$ cat config.mk
export PLATFORM = sky130hd
export DESIGN_NAME = gsd_cell
export DESIGN_NICKNAME = d
export VERILOG_FILES = /design/src/rtl/gsd_pkg.sv /design/src/rtl/gsd_cell.sv
export SDC_FILE = /design/constraint.sdc
export NUM_CORES = 1
export LEC_CHECK = 0
export ABC_AREA = 1
export BUFFER_PORTS_ARGS = -buffer_cell sky130_fd_sc_hd__buf_2
export CORE_AREA = 4 4 277 279
export DETAILED_ROUTE_END_ITERATION = 12
export DIE_AREA = 0 0 281 283
export GPL_TIMING_DRIVEN = 0
export PLACE_DENSITY = 0.58
export REMOVE_ABC_BUFFERS = 1
export SYNTH_ARGS = -nofsm -noshare
export SYNTH_HDL_FRONTEND = slang
export SYNTH_SLANG_ARGS = --single-unit
$ cat constraint.sdc
create_clock -name clk -period 19.3 [get_ports clk]
set_clock_uncertainty 0.1 [all_clocks]
set_input_delay 0.965 -clock clk [delete_from_list [all_inputs] [get_ports clk]]
set_output_delay 0.965 -clock clk [all_outputs]
set_load 0.02 [all_outputs]
$ cat src/rtl/gsd_pkg.sv
`default_nettype none
// ----------------------------------------------------------------------------
// gsd_pkg
// Shared types and constants of the gated sawtooth diffusion evaluator.
// ----------------------------------------------------------------------------
package gsd_pkg;

    // cells in the time / position remainder chain and in the interpolation chain
    localparam int unsigned MOD_CELLS  = 32;
    localparam int unsigned LERP_CELLS = 33;

    // configuration register indexes
    typedef enum logic [2:0] {
        REG_RISE_LENGTH   = 3'd0,
        REG_FALL_LENGTH   = 3'd1,
        REG_COEFF_HIGH    = 3'd2,
        REG_COEFF_LOW     = 3'd3,
        REG_COEFF_REGULAR = 3'd4,
        REG_LIGHT_PERIOD  = 3'd5,
        REG_LIGHT_ON_TIME = 3'd6,
        REG_STEP_SCALE    = 3'd7
    } cfg_index_t;

    // configuration register reset values
    localparam logic [29:0] RISE_LENGTH_RST   = 30'd65536;
    localparam logic [29:0] FALL_LENGTH_RST   = 30'd65536;
    localparam logic [31:0] COEFF_HIGH_RST    = 32'd65536;
    localparam logic [31:0] COEFF_LOW_RST     = 32'd0;
    localparam logic [31:0] COEFF_REGULAR_RST = 32'd0;
    localparam logic [31:0] LIGHT_PERIOD_RST  = 32'd65536;
    localparam logic [31:0] LIGHT_ON_TIME_RST = 32'd65536;
    localparam logic [31:0] STEP_SCALE_RST    = 32'd65536;

    // configuration bundle
    typedef struct packed {
        logic [29:0] rise_length;
        logic [29:0] fall_length;
        logic [31:0] coeff_high;
        logic [31:0] coeff_low;
        logic [31:0] coeff_regular;
        logic [31:0] light_period;
        logic [31:0] light_on_time;
        logic [31:0] step_scale;
    } cfg_t;

    // one restoring division lane: partial remainder, dividend bits
    // (msb first, quotient bits enter at the lsb) and divisor
    typedef struct packed {
        logic [31:0] rem;
        logic [63:0] num;
        logic [31:0] div;
    } lane_t;

    // side data that travels with an item through the cells
    typedef struct packed {
        logic [31:0] tm;
        logic        neg;
        logic        on;
        logic [31:0] from;
        logic        up;
        logic [31:0] mag;
        logic        nzero;
    } tag_t;

endpackage

`default_nettype wire

$ cat src/rtl/gsd_cell.sv
`default_nettype none
// ----------------------------------------------------------------------------
// gsd_cell
// One cell of a division chain: a restoring step on two lanes and a
// pipeline register with its own valid bit.
// ----------------------------------------------------------------------------
module gsd_cell (
    input  wire logic           clk,
    input  wire logic           rst_n,
    input  wire logic           up_valid,
    output logic                up_ready,
    input  wire gsd_pkg::tag_t  up_tag,
    input  wire gsd_pkg::lane_t up_lane_a,
    input  wire gsd_pkg::lane_t up_lane_b,
    output logic                dn_valid,
    input  wire logic           dn_ready,
    output gsd_pkg::tag_t       dn_tag,
    output gsd_pkg::lane_t      dn_lane_a,
    output gsd_pkg::lane_t      dn_lane_b
);
    import gsd_pkg::*;

    // one remainder step, quotient bit shifted in at the bottom
    function automatic lane_t div_step(input lane_t l);
        logic [32:0] rem2;
        logic [33:0] diff;
        lane_t       r;
        rem2 = {l.rem, l.num[63]};
        diff = {1'b0, rem2} - {2'b00, l.div};
        r = l;
        if (!diff[33])
        begin
            r.rem = diff[31:0];
            r.num = {l.num[62:0], 1'b1};
        end
        else
        begin
            r.rem = rem2[31:0];
            r.num = {l.num[62:0], 1'b0};
        end
        return r;
    endfunction

    logic  valid_reg;
    tag_t  tag_reg;
    lane_t lane_a_reg;
    lane_t lane_b_reg;
    lane_t lane_a_next;
    lane_t lane_b_next;

    // stage takes a transfer when empty or draining
    assign up_ready = !valid_reg || dn_ready;

    assign lane_a_next = div_step(up_lane_a);
    assign lane_b_next = div_step(up_lane_b);

    // valid bit
    always_ff @(posedge clk or negedge rst_n)
    begin
        if (!rst_n)
            valid_reg <= 1'b0;
        else if (up_ready)
            valid_reg <= up_valid;
    end

    // payload
    always_ff @(posedge clk)
    begin
        if (up_ready && up_valid)
        begin
            tag_reg    <= up_tag;
            lane_a_reg <= lane_a_next;
            lane_b_reg <= lane_b_next;
        end
    end

    assign dn_valid  = valid_reg;
    assign dn_tag    = tag_reg;
    assign dn_lane_a = lane_a_reg;
    assign dn_lane_b = lane_b_reg;

endmodule

`default_nettype wire

[Yosys cells after proc, flatten, opt, wreduce, memory -nomap -nowiden]
Cells that the tools add are included.
W data, S select, Z words.
Word-level totals
  register bits after elaboration: 357
  input bits: 360
  output and inout port bits: 358
  word-level logic and storage cells: 21
Cells by class
  add/subtract/negate cells: 2
  multiplexer cells: 2
  reduce and logical (&&, ||, !) cells: 3
Operators with widths (count)
  $mux W96: 2
  $sub A33 B32 Y34: 2
  $logic_and A1 B1 Y1: 1
  $logic_not A1 Y1: 1
  $logic_or A1 B1 Y1: 1

[Depth between registers and ports, before layout]
  depth in word-level cells: 3
  mapped depth: 16

[Worst setup path before layout]
No wires, ideal clock.
  path kind: input-to-reg
  from: input up_valid
  to: register lane_a_reg, in the netlist dn_lane_a[0], enable pin
  library setup time: 1.194 ns
  arrival time: 18.058 ns
  required time: 18.006 ns
  path slack: -0.053 ns
  cell stages on the path: 2
  cells stage by stage: inv_1 > a21oi_1
Between the ends
  cells in the longest elaborated chain, start to end: 1
RTL lines
  start: declaration: line gsd_cell.sv:10  | input wire logic up_valid,
  $logic_and A1 B1 Y1: line gsd_cell.sv:69  | if (up_ready && up_valid)
  end signal: assignment: line gsd_cell.sv:72  | lane_a_reg <= lane_a_next;
  end: declaration: line gsd_cell.sv:46  | lane_t lane_a_reg;
Every way passes these cells.
A chain may end at the register's enable or synchronous reset.

==> run metrics <==
fin nets 2,820; Hold Crit Depth 1; PwrDens 91.4 nW/um2; Worst slew margin 0.396; first-pass GRT wire length 88.7 mm; CP Cell Sequence buf_2, inv_1, ha_1, nand2_1, inv_1, nand2_1, nand3_1, a21oi_2, nor2_1, nor2_4, nand2_4, nand3_2, nand2_1; Worst Path Required 19.50 ns; synth warn 0; Mapped Area between 15,000 and 20,000 um2; CP Depth 13; Clock Path Buffers 3; Placeable Area 74,200 um2; iteration count of the initial detailed-routing pass 5; Post-Route WL 62.2 mm; Overall Global Routing Usage 0.148; number of CTS-inserted buffers 44; io pins just over 700; Final Worst Setup Slack 15.68 ns; Worst Setup Start Kind primary input; hold_ws 0.455 ns; Hold Crit Class in -> reg; CTS resizes 0; die area 79,500 um2; Final Hold Viols 0; dpl hpwl 51.2 mm; # setup viols final 0; detailed-route via count 13.9k; family with the most delay on the worst path simple AND/OR/NAND/NOR gates; Synth Instances 1,635; RSZ-0062 raised after global routing no; Fillers a little under 8k; CP Class in -> reg; worst-margin pin slew 0.904 ns; maximum number of pins on one net before global-route repair 35; share of cells above drive strength 1 0.351; clk sinks around 360; Pins Over Slew Limit 0; max cap viols 0; Yosys reg bits 357; Cell variety after synth 32; r2r worst-path depth 7; effective utilization at floorplan 0.228; Site Rows 100; Die W 281 um; post-route cell area roughly 23,000 um2; Vert. Die Dim approximately 280 um; Routed Antenna Nets 0; Inst Count DP 3,316; initial antenna violation count 27; highest-delay cell along the critical path nor2_4; Final Cycle Share 0.188; crit-path most repeated cell nand2_1; Root Buffer clkbuf_16; grt ovf 0; Tmin final between 3 and 4 ns; Worst IR Drop VDD 0.0000667 V; Buffers on Ports around 720; Critical Path AT 3.82 ns; CTS clk-pin slew, worst paths 0.06 ns; post-place setup slack around 15 ns; Area Growth Syn to Fin 37.8%; CTS tree built; Initial DRC Count 830; Setup crit end kind flop; wire per inst around 18 um; Fmax approximately 280 MHz; CP max stage delay 0.69 ns; Hold-fix buffers, CTS 1; vias in the first global route around 13k; setup bufs post-CTS 0; worst-skew pair later-pin latency 0.57 ns; vias per cell roughly 4.1; status complete, no violations; Remaining DRCs 0; placed instance area roughly 22,000 um2; Total Power ~2100 uW; routability congestion estimate from global placement 0.911; register area share after synthesis 0.632; H-Tree Depth 2; Finished Layout Cells 3,405; peak fanout along the critical path 34; P_leak 0.0113 uW; Synth Area per Inst roughly 10 um2; Buf+Inv Stages, Crit Path 3
cell families after synthesis:
group	count (synthesis)	synth area share
and+or+nand+nor	826	0.216
DFF	357	0.632
buffers and inverters	310	0.0730
xor gates and xnor gates	30	0.0155
AOI/OAI and AO/OA	46	0.0143
adders and majority gates	66	0.0496
state kept, by name, summed over array words and instances, names as in the netlist:
name and count:
dn_lane_a 128, dn_tag 100, dn_lane_b 128, dn_valid 1
cells in the mapped netlist:
master    instances  area (um2)
o21bai_1          2        15.0
nand3b_1         12        90.1
edfxtp_1        356       10700
nor3_2            1        10.0
xnor2_1           1        8.76
xor2_1           29         254
and2_1           18         113
nand4_1          12        75.1
nor2_2            5        31.3
nand2_8           1        20.0
nand2_1         535        2010
ha_1             64         801
nand2_2           6        37.5
fa_1              2        40.0
buf_2            13        65.1
nor3_1            8        40.0
nand3_1         111         556
a21oi_1          38         190
nand3_2          29         290
buf_12            1        20.0
inv_2             5        18.8
a21oi_2           2        17.5
buf_6             4        45.0
dfrtp_1           1        25.0
and3_1            2        12.5
nand2_4           3        33.8
o21ai_0           4        20.0
buf_8             1        15.0
inv_1           286        1070
nor2_1           79         297
nor2_4            3        33.8
or2_2             1        6.26
power breakdown:
| part | internal [uW] | total [uW] | switching, uW |
|---|---|---|---|
| Sequential | 918 | 932 | 13.6 |
| Combinational | 129 | 391 | 262 |
| Clock | 466 | 811 | 346 |
cell type report:
type	instances	area (um2)	share of cell area
Inverter	291	1090	0.0468
Multi-Input combinational cell	968	5010	0.214
Clock inverter	27	287	0.0123
Sequential cell	357	10700	0.459
Clock buffer	51	1130	0.0483
Antenna cell	10	25.0	0.00107
Timing Repair Buffer	732	3890	0.167
Tap cell	969	1210	0.0519
path summary, 6_finish.rpt:
check / slack (ns) / endpoint / startpoint
setup reg to reg: 16.69 / dn_lane_a[64] / dn_valid
hold reg to reg: 0.49 / dn_valid / dn_valid
max in group asynchronous: 18.40 / dn_valid / rst_n
hold / removal: 0.46 / dn_lane_a[74] / up_lane_a[73]
setup / recovery: 15.68 / dn_lane_b[123] / up_lane_b[20]
min in group asynchronous: 0.62 / dn_valid / rst_n
routing by layer:
layer / part of all wire / vias up / global-route usage
met2: 0.45 / 561 / 0.235
met3: 0.090 / 89 / 0.0416
li1: - / 6850 / -
met1: 0.43 / 6351 / 0.199
met4: 0.021 / 20 / 0.0404
met5: 0.0019 / - / 0
layout by cell type (no fill, tap or decap), types with 6 or more instances in the layout:
cell type,Yosys,routed
nand4_1,12,12
a21oi_1,38,37
and2_1,18,18
nand2_2,6,6
nand3b_1,12,12
nor2_1,79,79
clkbuf_16,0,44
clkinv_1,0,8
xor2_1,29,29
inv_1,286,286
clkbuf_1,0,7
nand2_1,535,535
nand3_1,111,111
ha_1,64,64
buf_12,1,12
diode_2,0,10
edfxtp_1,356,356
buf_2,13,717
nor3_1,8,8
nand3_2,29,29
worst reg2reg max path: cells and delay by family (launching register included):
kind	cells	cell delay, ns
buffers and inverters	6	1.41
DFF	1	0.42
AOI/OAI and AO/OA	1	0.36
through the flow:
step / utilization / TNS, ns
after detailed placement: 0.295 / 0
after floorplan: - / -18.70
after global routing: 0.315 / 0
final: 0.315 / 0
after global placement: 0.291 / -3062.89
after CTS: 0.315 / 0
Power figures use the tool's default switching activity.
