### config.mk
export PLATFORM = sky130hd
export DESIGN_NAME = gsd_tail
export DESIGN_NICKNAME = d
export VERILOG_FILES = /design/src/rtl/gsd_pkg.sv /design/src/rtl/gsd_tail.sv
export SDC_FILE = /design/constraint.sdc
export NUM_CORES = 2
export LEC_CHECK = 0
export BUFFER_PORTS_ARGS = -buffer_cell sky130_fd_sc_hd__buf_2
export CAP_MARGIN = 30
export CORE_ASPECT_RATIO = 0.7
export CORE_MARGIN = 5
export CORE_UTILIZATION = 25
export DETAILED_ROUTE_END_ITERATION = 8
export REMOVE_ABC_BUFFERS = 1
export SKIP_CTS_REPAIR_TIMING = 1
export SLEW_MARGIN = 20
export SYNTH_ARGS = -nofsm -noshare
export SYNTH_HDL_FRONTEND = slang
export SYNTH_SLANG_ARGS = --single-unit
### constraint.sdc
create_clock -name clk -period 16.6 [get_ports clk]
set_input_delay 2.49 -clock clk [delete_from_list [all_inputs] [get_ports clk]]
set_output_delay 2.49 -clock clk [all_outputs]
set_load 0.05 [all_outputs]
### src/rtl/gsd_pkg.sv
`default_nettype none
// ----------------------------------------------------------------------------
// gsd_pkg
// Shared types and constants of the gated sawtooth diffusion evaluator.
// ----------------------------------------------------------------------------
package gsd_pkg;

    // cells in the time / position remainder chain and in the interpolation chain
    localparam int unsigned MOD_CELLS  = 32;
    localparam int unsigned LERP_CELLS = 33;

    // configuration register indexes
    typedef enum logic [2:0] {
        REG_RISE_LENGTH   = 3'd0,
        REG_FALL_LENGTH   = 3'd1,
        REG_COEFF_HIGH    = 3'd2,
        REG_COEFF_LOW     = 3'd3,
        REG_COEFF_REGULAR = 3'd4,
        REG_LIGHT_PERIOD  = 3'd5,
        REG_LIGHT_ON_TIME = 3'd6,
        REG_STEP_SCALE    = 3'd7
    } cfg_index_t;

    // configuration register reset values
    localparam logic [29:0] RISE_LENGTH_RST   = 30'd65536;
    localparam logic [29:0] FALL_LENGTH_RST   = 30'd65536;
    localparam logic [31:0] COEFF_HIGH_RST    = 32'd65536;
    localparam logic [31:0] COEFF_LOW_RST     = 32'd0;
    localparam logic [31:0] COEFF_REGULAR_RST = 32'd0;
    localparam logic [31:0] LIGHT_PERIOD_RST  = 32'd65536;
    localparam logic [31:0] LIGHT_ON_TIME_RST = 32'd65536;
    localparam logic [31:0] STEP_SCALE_RST    = 32'd65536;

    // configuration bundle
    typedef struct packed {
        logic [29:0] rise_length;
        logic [29:0] fall_length;
        logic [31:0] coeff_high;
        logic [31:0] coeff_low;
        logic [31:0] coeff_regular;
        logic [31:0] light_period;
        logic [31:0] light_on_time;
        logic [31:0] step_scale;
    } cfg_t;

    // one restoring division lane: partial remainder, dividend bits
    // (msb first, quotient bits enter at the lsb) and divisor
    typedef struct packed {
        logic [31:0] rem;
        logic [63:0] num;
        logic [31:0] div;
    } lane_t;

    // side data that travels with an item through the cells
    typedef struct packed {
        logic [31:0] tm;
        logic        neg;
        logic        on;
        logic [31:0] from;
        logic        up;
        logic [31:0] mag;
        logic        nzero;
    } tag_t;

endpackage

`default_nettype wire

### src/rtl/gsd_tail.sv
`default_nettype none
// ----------------------------------------------------------------------------
// gsd_tail
// Coefficient assembly, step count product and rounding, output register.
// ----------------------------------------------------------------------------
module gsd_tail (
    input  wire logic           clk,
    input  wire logic           rst_n,
    input  wire gsd_pkg::cfg_t  cfg,
    input  wire logic           up_valid,
    output logic                up_ready,
    input  wire gsd_pkg::tag_t  up_tag,
    input  wire gsd_pkg::lane_t up_lane,
    output logic                out_valid,
    input  wire logic           out_stall,
    output logic [31:0]         coefficient,
    output logic [31:0]         step_count,
    output logic                light_active
);
    import gsd_pkg::*;

    logic        v0_reg, v1_reg, v2_reg;
    logic        rdy0, rdy1, rdy2;
    logic [31:0] coef0_reg, coef1_reg, coef2_reg;
    logic        on0_reg, on1_reg, on2_reg;
    logic [63:0] prod1_reg;
    logic [31:0] count2_reg;

    logic [32:0] quo;
    logic [31:0] quo_clamped;
    logic [31:0] seg_coef;
    logic [31:0] coef0_next;
    logic [63:0] prod1_next;
    logic [32:0] count_sum;
    logic [31:0] count2_next;

    assign rdy2 = !v2_reg || !out_stall;
    assign rdy1 = !v1_reg || rdy2;
    assign rdy0 = !v0_reg || rdy1;
    assign up_ready = rdy0;

    // interpolated coefficient, never past the segment end
    always_comb
    begin
        quo         = up_lane.num[32:0];
        quo_clamped = (quo > {1'b0, up_tag.mag}) ? up_tag.mag : quo[31:0];
        if (up_tag.nzero)
            seg_coef = up_tag.from;
        else if (up_tag.up)
            seg_coef = up_tag.from + quo_clamped;
        else
            seg_coef = up_tag.from - quo_clamped;
        coef0_next = up_tag.on ? seg_coef : cfg.coeff_regular;
    end

    assign prod1_next = {32'd0, coef0_reg} * {32'd0, cfg.step_scale};

    // round to nearest, saturate
    always_comb
    begin
        count_sum   = {1'b0, prod1_reg[63:32]} + {32'd0, prod1_reg[31]};
        count2_next = count_sum[32] ? 32'hFFFF_FFFF : count_sum[31:0];
    end

    // valid bits
    always_ff @(posedge clk or negedge rst_n)
    begin
        if (!rst_n)
        begin
            v0_reg <= 1'b0;
            v1_reg <= 1'b0;
            v2_reg <= 1'b0;
        end
        else
        begin
            if (rdy0)
                v0_reg <= up_valid;
            if (rdy1)
                v1_reg <= v0_reg;
            if (rdy2)
                v2_reg <= v1_reg;
        end
    end

    // payload registers
    always_ff @(posedge clk)
    begin
        if (rdy0 && up_valid)
        begin
            coef0_reg <= coef0_next;
            on0_reg   <= up_tag.on;
        end
        if (rdy1 && v0_reg)
        begin
            coef1_reg <= coef0_reg;
            on1_reg   <= on0_reg;
            prod1_reg <= prod1_next;
        end
        if (rdy2 && v1_reg)
        begin
            coef2_reg  <= coef1_reg;
            on2_reg    <= on1_reg;
            count2_reg <= count2_next;
        end
    end

    assign out_valid    = v2_reg;
    assign coefficient  = coef2_reg;
    assign step_count   = count2_reg;
    assign light_active = on2_reg;

endmodule

`default_nettype wire

Word-level counts from Yosys, hierarchy flattened
Cells that the tools add are included.

operators by class
  order comparisons = 1
  multiplexer cells = 4
  reductions and logical operators = 10
  $mul = 1
  add/sub/neg operators = 3

operators by type and width
  cell               count
  $mux 32            4
  $mul 32x32->64     1
  $add 32x1->33      1
  $gt 33x32->1       1
  $add 32x32->32     1
  $sub 32x32->32     1
  $logic_not 1->1    4
  $logic_and 1x1->1  3
  $logic_or 1x1->1   3

storage, ports and cells
  flip-flop bits (word level) = 198
  logic and storage cells = 30

Longest topological paths before layout
  depth after elaboration = 6
  depth in mapped cells = 32

Worst setup path before layout
OpenSTA, ideal clock, no wires.

  kind = input to register
  start point = input cfg[2] (netlist bit)
  end point = register prod1_reg[63], data pin
  data arrival time = 9.421 ns
  setup time = 0.258 ns
  cell stages on the path = 28
  slack = 6.922 ns
  required time = 16.342 ns
  cells stage by stage = clkbuf_1 -> and2_1 -> fa_1 -> inv_1 -> fa_1 -> fa_1 -> fa_1 -> inv_1 -> fa_1 -> inv_1 -> fa_1 -> inv_1 -> fa_1 -> inv_1 -> fa_1 -> inv_1 -> ha_1 -> nand2_1 -> a211oi_1 -> o21ai_0 -> o31ai_1 -> a31o_2 -> a21oi_1 -> o21a_1 -> a2111oi_0 -> a311oi_1 -> o21ba_2 -> xnor2_1

between the ends
  word-level cells in the longest chain between the ends = 1

ends and longest elaborated chain
  what                  RTL line        text
  start, declared       gsd_tail.sv:9   input wire gsd_pkg::cfg_t cfg,
  $mul 32x32->64        gsd_tail.sv:56  assign prod1_next = {32'd0, coef0_reg} * {32'd0, cfg.step_scale};
  net prod1_next[63]    gsd_tail.sv:33  logic [63:0] prod1_next;
  end signal, assigned  gsd_tail.sv:97  prod1_reg <= prod1_next;
  end, declared         gsd_tail.sv:26  logic [63:0] prod1_reg;

The timed path passes the listed nets, and every way through them passes these cells.
A chain may end at the register's enable or synchronous reset.

Worst setup path after layout
  start point = input cfg[6] (netlist bit)
  end point = register prod1_reg[63], data pin

Same word-level chain as after synthesis.

==> metrics.txt <==
status finished clean; number of setup violations in the final report 0; met2 wirelength from detailed routing 49000 um; number of antenna violations at the first check in global routing 22; Via density 4.44; wire length on met3 9440 um; worst endpoint required time 16.83 ns; clock-pin slew reported for the worst setup and hold paths after clock tree synthesis 0.08 ns; Root Buffer Master sky130_fd_sc_hd__clkbuf_16; biggest fanout along the worst timing path 32; proportion of synthesized flip-flops having asynchronous set or reset 1.80%; routed wirelength normalized by instance count 17.7 um; most area-consuming cells after synthesis sky130_fd_sc_hd__fa_1 (43%), sky130_fd_sc_hd__edfxtp_1 (12%), sky130_fd_sc_hd__ha_1 (9.7%); fraction of post-synthesis cell area in the top cell type by area 42.8%; prevailing post-synth register cell sky130_fd_sc_hd__edfxtp_1; chip height 353 um; Detail Route Antenna Nets 0; H-tree level count 4; count of flip-flops with a built-in enable after synthesis 164; Starting DRT DRC Count 1810; clock buffer depth 2; worst hold margin 0.410 ns; DP Wirelength 97300 um; min cycle time layout 10.97 ns; cell repeated most along the worst path sky130_fd_sc_hd__fa_1; synthesized area per cell 9.47 um^2; flip-flop count of the largest register after layout 33; DIE WIDTH 500 um; Syn Inst Count 4430; total count of hold-check failures in the final report 0; DRT Wirelength 119000 um; Worst Max-Slew Pin Slew 0.944 ns; total clock sinks 167; Filler Cell Count 17700; GPL Wtd Cong 0.886; first-pass GRT wire length 192000 um; remaining design rule violation count 0; Buffers on Ports 234; top cells by instance count after synthesis sky130_fd_sc_hd__inv_1 (926), sky130_fd_sc_hd__fa_1 (896), sky130_fd_sc_hd__and2_1 (616); Worst-Skew Late Latency 0.48 ns; share of the cycle needed by the critical path after routing 66.1%; part of the Yosys area used for sequential elements 11.9%; count of max-cap constraint violations 0; Core Rows 125; DRT met1 WL 59400 um; library cell occupying the most area in the post-synthesis netlist sky130_fd_sc_hd__fa_1; final setup skew 0.0134 ns; Highest Clock Rate 91.2 MHz; classification of the worst setup path input pin to register; Slowest-stage cell, CP sky130_fd_sc_hd__a2111oi_0; overall overflow remaining after global route 0; most instantiated library cell after synthesis sky130_fd_sc_hd__inv_1; number of nets in the layout 6216; Synthesis Warnings 0; clock tree from TritonCTS done; pin count of the biggest net entering global routing 85; first-pass detailed-route iteration total 7; type of destination of the critical path register; fraction of final layout cells with drive strength greater than 1 7.61%; number of flip-flops and latches in the synthesized netlist 167; core area 166000 um^2; vias in the first global route 32500; area added between synthesis and finish 10.0%; Netlist Area Pre-Place 41900 um^2; type of the most critical hold path register to register; Total Negative Setup Slacks 0 ns; fin. max-slew vios 0; Arr. time, crit path 11.20 ns; vias after detailed routing 30000; area of the die 176000 um^2; Worst slew margin 36.9%; aggregate global-route resource usage 13.9%; initial core utilization 25.2%; delay contributed by the slowest stage of the critical path 0.75 ns; kind of launch point of the worst setup path input pin; setup repair after global routing missed its margin false; number of top-level pins 551; Netlist cell types 75; number of clock buffers inserted by TritonCTS 17; uppermost metal layer occupied by signal nets met5
final timing paths:
kind / start / endpoint / slack (ns) / cells after the start
min: coef1_reg[0] / coefficient[0] / 0.41 / 0
min reg2reg: coef1_reg[0] / coefficient[0] / 0.41 / 0
max in group asynchronous: rst_n / v1_reg / 14.70 / 1
max: cfg[6] / prod1_reg[63] / 5.63 / 29
min in group asynchronous: rst_n / v0_reg / 1.79 / 1
max reg2reg: coef0_reg[8] / prod1_reg[63] / 7.21 / 31
cell type report:
type	instances	area, um^2	area share, %
diodes	7	17.5	0.0380
repair buffers	283	1590	3.45
well taps	2222	2780	6.03
multi-input cells	3115	32600	70.7
flip-flops and latches	167	5000	10.8
inverters	926	3480	7.53
clock inverters	14	211	0.458
clock buffers	17	425	0.922
per-layer routing:
layer / track usage, % / vias to the layer above
li1: - / 13500
met1: 21.4 / 15400
met2: 19.9 / 942
met3: 2.95 / 105
met4: 2.27 / 22
met5: 0 / -
through the flow:
step | std cells | setup slack (ns) | area [um^2] | utilization [%]
after global placement | 6708 | 5.17 | 45400 | 27.3
final | 6751 | 5.63 | 46100 | 27.7
after detailed placement | 6711 | 5.17 | 45400 | 27.3
after CTS | 6742 | 5.67 | 46100 | 27.7
after floorplan | 4208 | 6.73 | 41100 | -
after global routing | 6744 | 5.17 | 46100 | 27.7
cells by family (layout without fill, tap and decap cells):
family	Yosys count	count (layout)	share of synthesized area (%)
compound gates	345	345	5.03
other cells	0	7	0
fa+ha+maj	1222	1222	52.5
xor+xnor	115	115	2.43
mux	16	16	0.442
simple gates	1417	1417	17.4
buf+inv	1148	1240	10.3
flops	167	167	11.9
layout by cell type (no fill, tap or decap), types with 69 or more instances in the layout:
| cell | n |
|---|---|
| sky130_fd_sc_hd__nand2_1 | 505 |
| sky130_fd_sc_hd__buf_2 | 234 |
| sky130_fd_sc_hd__and2_1 | 614 |
| sky130_fd_sc_hd__fa_1 | 896 |
| sky130_fd_sc_hd__xnor2_1 | 69 |
| sky130_fd_sc_hd__a21oi_1 | 167 |
| sky130_fd_sc_hd__inv_1 | 926 |
| sky130_fd_sc_hd__nor2_1 | 139 |
| sky130_fd_sc_hd__edfxtp_1 | 164 |
| sky130_fd_sc_hd__ha_1 | 326 |
critical path: cells and delay by family:
family	cells	cell delay, ns
compound gates	9	2.92
xor+xnor	1	0.13
fa+ha+maj	9	4.16
buf+inv	8	1.14
simple gates	2	0.32
Power is not shown: default switching activity piles up to over one toggle a cycle in this logic, so the estimate is an artifact.
