$ cat config.mk
export PLATFORM = sky130hd
export DESIGN_NAME = gsd_mid
export DESIGN_NICKNAME = d
export VERILOG_FILES = /design/src/rtl/gsd_pkg.sv /design/src/rtl/gsd_mid.sv
export SDC_FILE = /design/constraint.sdc
export NUM_CORES = 2
export LEC_CHECK = 0
export ABC_AREA = 0
export BUFFER_PORTS_ARGS = -buffer_cell sky130_fd_sc_hd__buf_4
export CORE_ASPECT_RATIO = 0.5
export CORE_MARGIN = 4
export CORE_UTILIZATION = 25
export CTS_BUF_LIST = sky130_fd_sc_hd__clkbuf_8
export DETAILED_ROUTE_END_ITERATION = 12
export SYNTH_ARGS = -nofsm -noshare
export SYNTH_HDL_FRONTEND = slang
export SYNTH_SLANG_ARGS = --single-unit
$ cat constraint.sdc
create_clock -name clk -period 8.2 [get_ports clk]
set_input_delay 1.64 -clock clk [delete_from_list [all_inputs] [get_ports clk]]
set_output_delay 1.64 -clock clk [all_outputs]
set_load 0.05 [all_outputs]
$ cat src/rtl/gsd_pkg.sv
`default_nettype none
// ----------------------------------------------------------------------------
// gsd_pkg
// Shared types and constants of the gated sawtooth diffusion evaluator.
// ----------------------------------------------------------------------------
package gsd_pkg;

    // cells in the time / position remainder chain and in the interpolation chain
    localparam int unsigned MOD_CELLS  = 32;
    localparam int unsigned LERP_CELLS = 33;

    // configuration register indexes
    typedef enum logic [2:0] {
        REG_RISE_LENGTH   = 3'd0,
        REG_FALL_LENGTH   = 3'd1,
        REG_COEFF_HIGH    = 3'd2,
        REG_COEFF_LOW     = 3'd3,
        REG_COEFF_REGULAR = 3'd4,
        REG_LIGHT_PERIOD  = 3'd5,
        REG_LIGHT_ON_TIME = 3'd6,
        REG_STEP_SCALE    = 3'd7
    } cfg_index_t;

    // configuration register reset values
    localparam logic [29:0] RISE_LENGTH_RST   = 30'd65536;
    localparam logic [29:0] FALL_LENGTH_RST   = 30'd65536;
    localparam logic [31:0] COEFF_HIGH_RST    = 32'd65536;
    localparam logic [31:0] COEFF_LOW_RST     = 32'd0;
    localparam logic [31:0] COEFF_REGULAR_RST = 32'd0;
    localparam logic [31:0] LIGHT_PERIOD_RST  = 32'd65536;
    localparam logic [31:0] LIGHT_ON_TIME_RST = 32'd65536;
    localparam logic [31:0] STEP_SCALE_RST    = 32'd65536;

    // configuration bundle
    typedef struct packed {
        logic [29:0] rise_length;
        logic [29:0] fall_length;
        logic [31:0] coeff_high;
        logic [31:0] coeff_low;
        logic [31:0] coeff_regular;
        logic [31:0] light_period;
        logic [31:0] light_on_time;
        logic [31:0] step_scale;
    } cfg_t;

    // one restoring division lane: partial remainder, dividend bits
    // (msb first, quotient bits enter at the lsb) and divisor
    typedef struct packed {
        logic [31:0] rem;
        logic [63:0] num;
        logic [31:0] div;
    } lane_t;

    // side data that travels with an item through the cells
    typedef struct packed {
        logic [31:0] tm;
        logic        neg;
        logic        on;
        logic [31:0] from;
        logic        up;
        logic [31:0] mag;
        logic        nzero;
    } tag_t;

endpackage

`default_nettype wire

$ cat src/rtl/gsd_mid.sv
`default_nettype none
// ----------------------------------------------------------------------------
// gsd_mid
// Light decision, phase fold, segment pick and interpolation product;
// loads the interpolation division chain.
// ----------------------------------------------------------------------------
module gsd_mid (
    input  wire logic           clk,
    input  wire logic           rst_n,
    input  wire gsd_pkg::cfg_t  cfg,
    input  wire logic           up_valid,
    output logic                up_ready,
    input  wire gsd_pkg::tag_t  up_tag,
    input  wire gsd_pkg::lane_t up_lane_a,
    input  wire gsd_pkg::lane_t up_lane_b,
    output logic                dn_valid,
    input  wire logic           dn_ready,
    output gsd_pkg::tag_t       dn_tag,
    output gsd_pkg::lane_t      dn_lane_a,
    output gsd_pkg::lane_t      dn_lane_b
);
    import gsd_pkg::*;

    logic        v0_reg, v1_reg, v2_reg, v3_reg;
    logic        rdy0, rdy1, rdy2, rdy3;

    // stage 0 registers
    logic        on0_reg;
    logic [30:0] phase0_reg;
    // stage 1 registers
    logic        on1_reg;
    logic [31:0] from1_reg;
    logic        up1_reg;
    logic [31:0] mag1_reg;
    logic [29:0] p1_reg;
    logic [29:0] n1_reg;
    // stage 2 registers
    logic        on2_reg;
    logic [31:0] from2_reg;
    logic        up2_reg;
    logic [31:0] mag2_reg;
    logic [29:0] n2_reg;
    logic [61:0] prod2_reg;
    // stage 3 registers
    tag_t        tag3_reg;
    lane_t       lane3_reg;

    // stage 0 next values
    logic [31:0] tphase;
    logic [30:0] per;
    logic [30:0] rem_b;
    logic [30:0] phase0_next;
    logic        on0_next;
    // stage 1 next values
    logic        rise_seg;
    logic [30:0] fall_off;
    logic [31:0] to1;
    logic [31:0] from1_next;
    logic        up1_next;
    logic [31:0] mag1_next;
    logic [29:0] p1_next;
    logic [29:0] n1_next;
    // stage 2 / 3 next values
    logic [61:0] prod2_next;
    logic [62:0] numer;
    tag_t        tag3_next;
    lane_t       lane3_next;

    assign rdy3 = !v3_reg || dn_ready;
    assign rdy2 = !v2_reg || rdy3;
    assign rdy1 = !v1_reg || rdy2;
    assign rdy0 = !v0_reg || rdy1;
    assign up_ready = rdy0;

    // light phase and folded position phase
    always_comb
    begin
        tphase   = (cfg.light_period == 32'd0) ? up_tag.tm : up_lane_a.rem;
        on0_next = tphase < cfg.light_on_time;
        per      = {1'b0, cfg.rise_length} + {1'b0, cfg.fall_length};
        rem_b    = up_lane_b.rem[30:0];
        if (per == 31'd0)
            phase0_next = 31'd0;
        else if (up_tag.neg && (rem_b != 31'd0))
            phase0_next = per - rem_b;
        else
            phase0_next = rem_b;
    end

    // segment pick and span magnitude
    always_comb
    begin
        rise_seg = phase0_reg < {1'b0, cfg.rise_length};
        fall_off = phase0_reg - {1'b0, cfg.rise_length};
        if (rise_seg)
        begin
            from1_next = cfg.coeff_low;
            to1        = cfg.coeff_high;
            p1_next    = phase0_reg[29:0];
            n1_next    = cfg.rise_length;
        end
        else
        begin
            from1_next = cfg.coeff_high;
            to1        = cfg.coeff_low;
            p1_next    = fall_off[29:0];
            n1_next    = cfg.fall_length;
        end
        up1_next  = to1 >= from1_next;
        mag1_next = up1_next ? (to1 - from1_next) : (from1_next - to1);
    end

    // span times phase
    assign prod2_next = {30'd0, mag1_reg} * {32'd0, p1_reg};

    // rounded dividend for the interpolation chain
    always_comb
    begin
        numer           = {1'b0, prod2_reg} + {34'd0, n2_reg[29:1]};
        tag3_next       = '0;
        tag3_next.on    = on2_reg;
        tag3_next.from  = from2_reg;
        tag3_next.up    = up2_reg;
        tag3_next.mag   = mag2_reg;
        tag3_next.nzero = (n2_reg == 30'd0);
        lane3_next.rem  = {2'b00, numer[62:33]};
        lane3_next.num  = {numer[32:0], 31'd0};
        lane3_next.div  = {2'b00, n2_reg};
    end

    // valid bits
    always_ff @(posedge clk or negedge rst_n)
    begin
        if (!rst_n)
        begin
            v0_reg <= 1'b0;
            v1_reg <= 1'b0;
            v2_reg <= 1'b0;
            v3_reg <= 1'b0;
        end
        else
        begin
            if (rdy0)
                v0_reg <= up_valid;
            if (rdy1)
                v1_reg <= v0_reg;
            if (rdy2)
                v2_reg <= v1_reg;
            if (rdy3)
                v3_reg <= v2_reg;
        end
    end

    // payload registers
    always_ff @(posedge clk)
    begin
        if (rdy0 && up_valid)
        begin
            on0_reg    <= on0_next;
            phase0_reg <= phase0_next;
        end
        if (rdy1 && v0_reg)
        begin
            on1_reg   <= on0_reg;
            from1_reg <= from1_next;
            up1_reg   <= up1_next;
            mag1_reg  <= mag1_next;
            p1_reg    <= p1_next;
            n1_reg    <= n1_next;
        end
        if (rdy2 && v1_reg)
        begin
            on2_reg   <= on1_reg;
            from2_reg <= from1_reg;
            up2_reg   <= up1_reg;
            mag2_reg  <= mag1_reg;
            n2_reg    <= n1_reg;
            prod2_reg <= prod2_next;
        end
        if (rdy3 && v2_reg)
        begin
            tag3_reg  <= tag3_next;
            lane3_reg <= lane3_next;
        end
    end

    assign dn_valid  = v3_reg;
    assign dn_tag    = tag3_reg;
    assign dn_lane_a = lane3_reg;
    assign dn_lane_b = '0;

endmodule

`default_nettype wire

---- After elaboration in Yosys (flattened, before gate mapping) ----
Cells that the tools add are included.
word-level totals
  flip-flop bits (word level) ............. 480
  bits of input ports ..................... 612
  output and inout bits ................... 358
  word-level logic and storage cells ...... 60
operators by class
  add/sub/neg operators ................... 6
  multiply operators ...................... 1
  magnitude comparators ................... 3
  mux-type cells .......................... 7
  reduce and logical (&&, ||, !) cells .... 17
operators by type and width
  operator                            count
  two-way mux 32 bit                  4
  subtractor 32 bit                   2
  adder 62 x 29 -> 63 bit             1
  multiplier 32 x 30 -> 62 bit        1
  two-way mux 30 bit                  2
  greater-or-equal comparator 32 bit  1
  logical NOT 32 bit                  1
  < comparator 32 bit                 1
  adder 30 x 30 -> 31 bit             1
  logical NOT 31 bit                  1
  < comparator 31 x 30 -> 1 bit       1
  two-way mux 31 bit                  1
  nonzero test 31 bit                 1
  subtractor 31 bit                   1
  logical NOT 30 bit                  1
  subtractor 30 bit                   1
  logical AND 1 bit                   5
  logical NOT 1 bit                   4
  logical OR 1 bit                    4

---- Longest topological paths before layout ----
  depth after elaboration ................. 6
  gate-level depth with buffers ........... 32
  gate-level depth less buffers ........... 31

---- Least setup slack after synthesis ----
OpenSTA, ideal clock, no wires.
  path type ............................... input to register
  start point ............................. input dn_ready
  end point ............................... register lane3_reg (netlist bit dn_lane_a[0]), enable pin
  setup time .............................. 701 ps
  data arrival time ....................... 8784 ps
  data required time ...................... 7499 ps
  path slack .............................. -1285 ps
  cell stages on the path ................. 2
  buffers on the path ..................... 0
  cell sequence ........................... nor2b_1 > nor2b_1
between the ends
  word-level cells in the longest chain between the ends .. 2
RTL lines
  item                    line            source
  start: declaration      gsd_mid.sv:17   input wire logic dn_ready,
  logical OR 1 bit        gsd_mid.sv:69   assign rdy3 = !v3_reg || dn_ready;
  logical AND 1 bit       gsd_mid.sv:180  if (rdy3 && v2_reg)
  end signal: assignment  gsd_mid.sv:183  lane3_reg <= lane3_next;
  end: declaration        gsd_mid.sv:46   lane_t lane3_reg;
No other way between the ends.
A chain may end at the register's enable or synchronous reset.

---- Worst setup path in the final report ----
  start point ............................. register p1_reg[15]
  end point ............................... register prod2_reg[55] (data pin)
between the ends
  word-level cells in the longest chain between the ends .. 1
RTL lines
  item                          line            source
  start: declaration            gsd_mid.sv:35   logic [29:0] p1_reg;
  start signal: assignment      gsd_mid.sv:168  p1_reg <= p1_next;
  multiplier 32 x 30 -> 62 bit  gsd_mid.sv:114  assign prod2_next = {30'd0, mag1_reg} * {32'd0, p1_reg};
  net prod2_next[55]            gsd_mid.sv:64   logic [61:0] prod2_next;
  end signal: assignment        gsd_mid.sv:178  prod2_reg <= prod2_next;
  end: declaration              gsd_mid.sv:43   logic [61:0] prod2_reg;
The timed path passes the listed nets, and every way through them passes these cells.

==> impl_metrics.csv <==
group,metric,value,unit
floorplan,coreArea,237000,sq um
route,drtAntennaViolNets,0,
logic_synthesis,synth_edf_count,476,
sta,setup_tns,0,ns
setup_path,start_kind,"register",
final_layout,design_area,71200,sq um
logic_synthesis,synth_top_cell_by_area,"fa_1",
sta,finalMaxSlewViolations,0,
logic_synthesis,ys.flop_type,"edfxtp_1",
clock_network,clkTransAtPathRegs,0.08,ns
floorplan,die_w,700,um
sta,finalHoldViolCount,0,
final_layout,multi_input_area,40500,sq um
sta,rsz0062_at_grt,"yes",
final_layout,drive_above_1_share,0.164,
clock_network,numCtsBuffers,85,
route,drtIter0Drc,2736,
clock_network,htree_num_levels,3,
sta,skew,0.0756,ns
setup_path,crit_top_cell,"fa_1",
sta,period_share,0.980,
final_layout,seqCellArea,14400,sq um
floorplan,rows,126,
logic_synthesis,yosys_register_bits,480,
setup_path,max_stage_delay,0.59,ns
sta,tightest_slew,1.01,ns
floorplan,die_h,354,um
logic_synthesis,synthCells,6177,
placement,io_buffer_count,449,
clock_network,worst_skew_pair.late_latency,0.79,ns
global_routing,grt_usage,0.148,
sta,min_period,8.04,ns
logic_synthesis,ys_seq_area_frac,0.240,
placement,hpwlAfterDp,158,mm
hold_path,hold_path_class,"register to register",
route,drc,0,
final_layout,n_fill_cell,24900,
clock_network,clk_path_buf_depth,3,
global_routing,grt_max_degree,123,
floorplan,start_util,0.253,
floorplan,dieArea,248000,sq um
status,status,"finished clean",
global_routing,grt_overflow,0,
final_layout,largest_reg_flops,93,
sta,relSlewSlack,0.328,
setup_path,critPathKind,"register to register",
setup_path,arrival,8.53,ns
logic_synthesis,yosys_warnings,0,
final_layout,nets,8687,
logic_synthesis,postSynthAreaPerCell,9.70,sq um
clock_network,cts_tree,"done",
final_layout,area_growth,18.8,%
route,wirelength,188,mm
route,avgRoutedWirePerCell,18.6,um
clock_network,clock_sinks,480,
route,routed-via-count,44400,
logic_synthesis,synth.area.top_cells,"fa_1 28%, edfxtp_1 24%, ha_1 8.4%",
sta,max_clock_freq,124,MHz
logic_synthesis,yosysTopAreaCellShare,0.281,
route,viasPerCell,4.39,
clock_network,cts-root-buf,"clkbuf_8",
global_routing,grt_pass1_vias,45300,
flow_run,drv_cap,0,
floorplan,pin_count,970,
logic_synthesis,netlist_area,59900,sq um
global_routing,grt_pass1_wl,280,mm
sta,setup_viol_count_final,0,
logic_synthesis,ys_types,86,
logic_synthesis,ys_async_sr_fraction,0.00833,
global_routing,antenna_found_initial,31,
setup_path,end_kind,"register",
route,firstDrtPassIters,5,
placement,gp_congestion,0.938,
setup_path,crit_required,8.69,ns
setup_path,critical_path.slowest_cell,"fa_2",
placement,post_dp_cell_area,68300,sq um
setup_path,cp_max_fo,7,
synthesized netlist by cell type (all sizes together), types with 7 or more instances:
cell type	count
ha	402
a211oi	31
edfxtp	476
nor2b	65
nor3	41
or2	11
nor4	27
o211ai	15
maj3	31
a31oi	28
nand3	47
a21oi	284
o21ai	210
nand2b	64
mux2i	19
a31o	7
inv	1014
o21a	20
xor2	73
clkbuf	236
xnor2	171
o21bai	29
buf	220
a221oi	9
nand2	650
nand4	41
a21boi	13
o31ai	11
fa	840
nor2	215
mux2	37
and2	596
a21o	86
and4	8
o221ai	7
and3	35
a211o	7
or3	10
logic make-up after synthesis:
logic type / after synthesis / share of synthesized area
AOI/OAI and AO/OA: 821 / 0.0845
other: 1 / 0.0000626
muxes: 56 / 0.0101
adders and majority gates: 1273 / 0.370
buffers and inverters: 1470 / 0.105
and+or+nand+nor: 1832 / 0.155
DFF: 480 / 0.240
xor gates and xnor gates: 244 / 0.0358
worst max-delay path: cells and delay by family, from the launching register on:
family	cells	cell delay (ns)
fa+ha+maj	9	4.21
compound gates	8	1.59
buf+inv	7	0.74
flops	1	0.55
xor+xnor	1	0.12
simple gates	5	0.56
final cells by class:
cell class / instances / share of cell area
Sequential cell: 480 / 0.202
Clock buffer: 86 / 0.0166
Tap cell: 3200 / 0.0562
Inverter: 1014 / 0.0535
Antenna cell: 20 / 0.000703
Timing Repair Buffer: 830 / 0.0951
Clock inverter: 69 / 0.00727
Multi-Input combinational cell: 4422 / 0.569
cell usage in the layout, fill, tap and decap left out, types with 15 or more instances in the layout:
cell and count:
xor2_1 73, nor2b_1 64, nor3_1 41, diode_2 20, and2_1 581, nand4_1 41, a21oi_1 269, nand2_1 643
and3_1 32, buf_12 26, fa_1 813, maj3_1 31, inv_2 18, nor4_1 26, a31oi_1 26, a211oi_1 30
inv_1 1016, nor2_1 213, edfxtp_1 476, ha_1 391, a21o_1 86, clkbuf_8 86, nand2b_1 63, mux2i_1 19
buf_4 757, xnor2_1 169, o211ai_1 15, buf_6 40, o21bai_1 29, o21a_1 20, fa_2 27, conb_1 196
nand3_1 45, mux2_2 37, clkinv_1 20, o21ai_0 194
repair_timing:
action / CTS / global route
buffers inserted: 5 / 43
endpoints found under the setup margin: 16 / 18
pin swaps: 17 / 98
hold buffers: 0 / 0
gates cloned: 0 / 4
resized for setup: 40 / 164
stage by stage:
stage	setup slack, ns	hold slack (ns)	utilization	instances
after detailed placement	-0.452	0.405	0.288	9894
final	0.164	0.404	0.300	10100
after CTS	-0.0176	0.396	0.296	10100
after floorplan	0.404	0.400	-	6372
after global routing	-0.0980	0.403	0.300	10100
after global placement	-0.389	0.401	0.288	9894
final timing paths:
check                            from       endpoint  slack, ns  depth (start not counted)
setup / recovery           p1_reg[15]  prod2_reg[55]       0.16                         30
hold / removal             n1_reg[15]     n2_reg[15]       0.40                          0
setup reg to reg           p1_reg[15]  prod2_reg[55]       0.16                         30
hold reg to reg            n1_reg[15]     n2_reg[15]       0.40                          0
max in group asynchronous       rst_n         v1_reg       7.44                          1
min in group asynchronous       rst_n       dn_valid       0.65                          1
layer usage:
metal	track usage	vias to the layer above	wire length [um]
li1	-	20700	-
met1	0.182	21900	76700
met2	0.248	1417	89100
met3	0.0283	293	13000
met4	0.0686	8	8980
met5	0	-	48
Power is not shown: default switching activity piles up to over one toggle a cycle in this logic, so the estimate is an artifact.
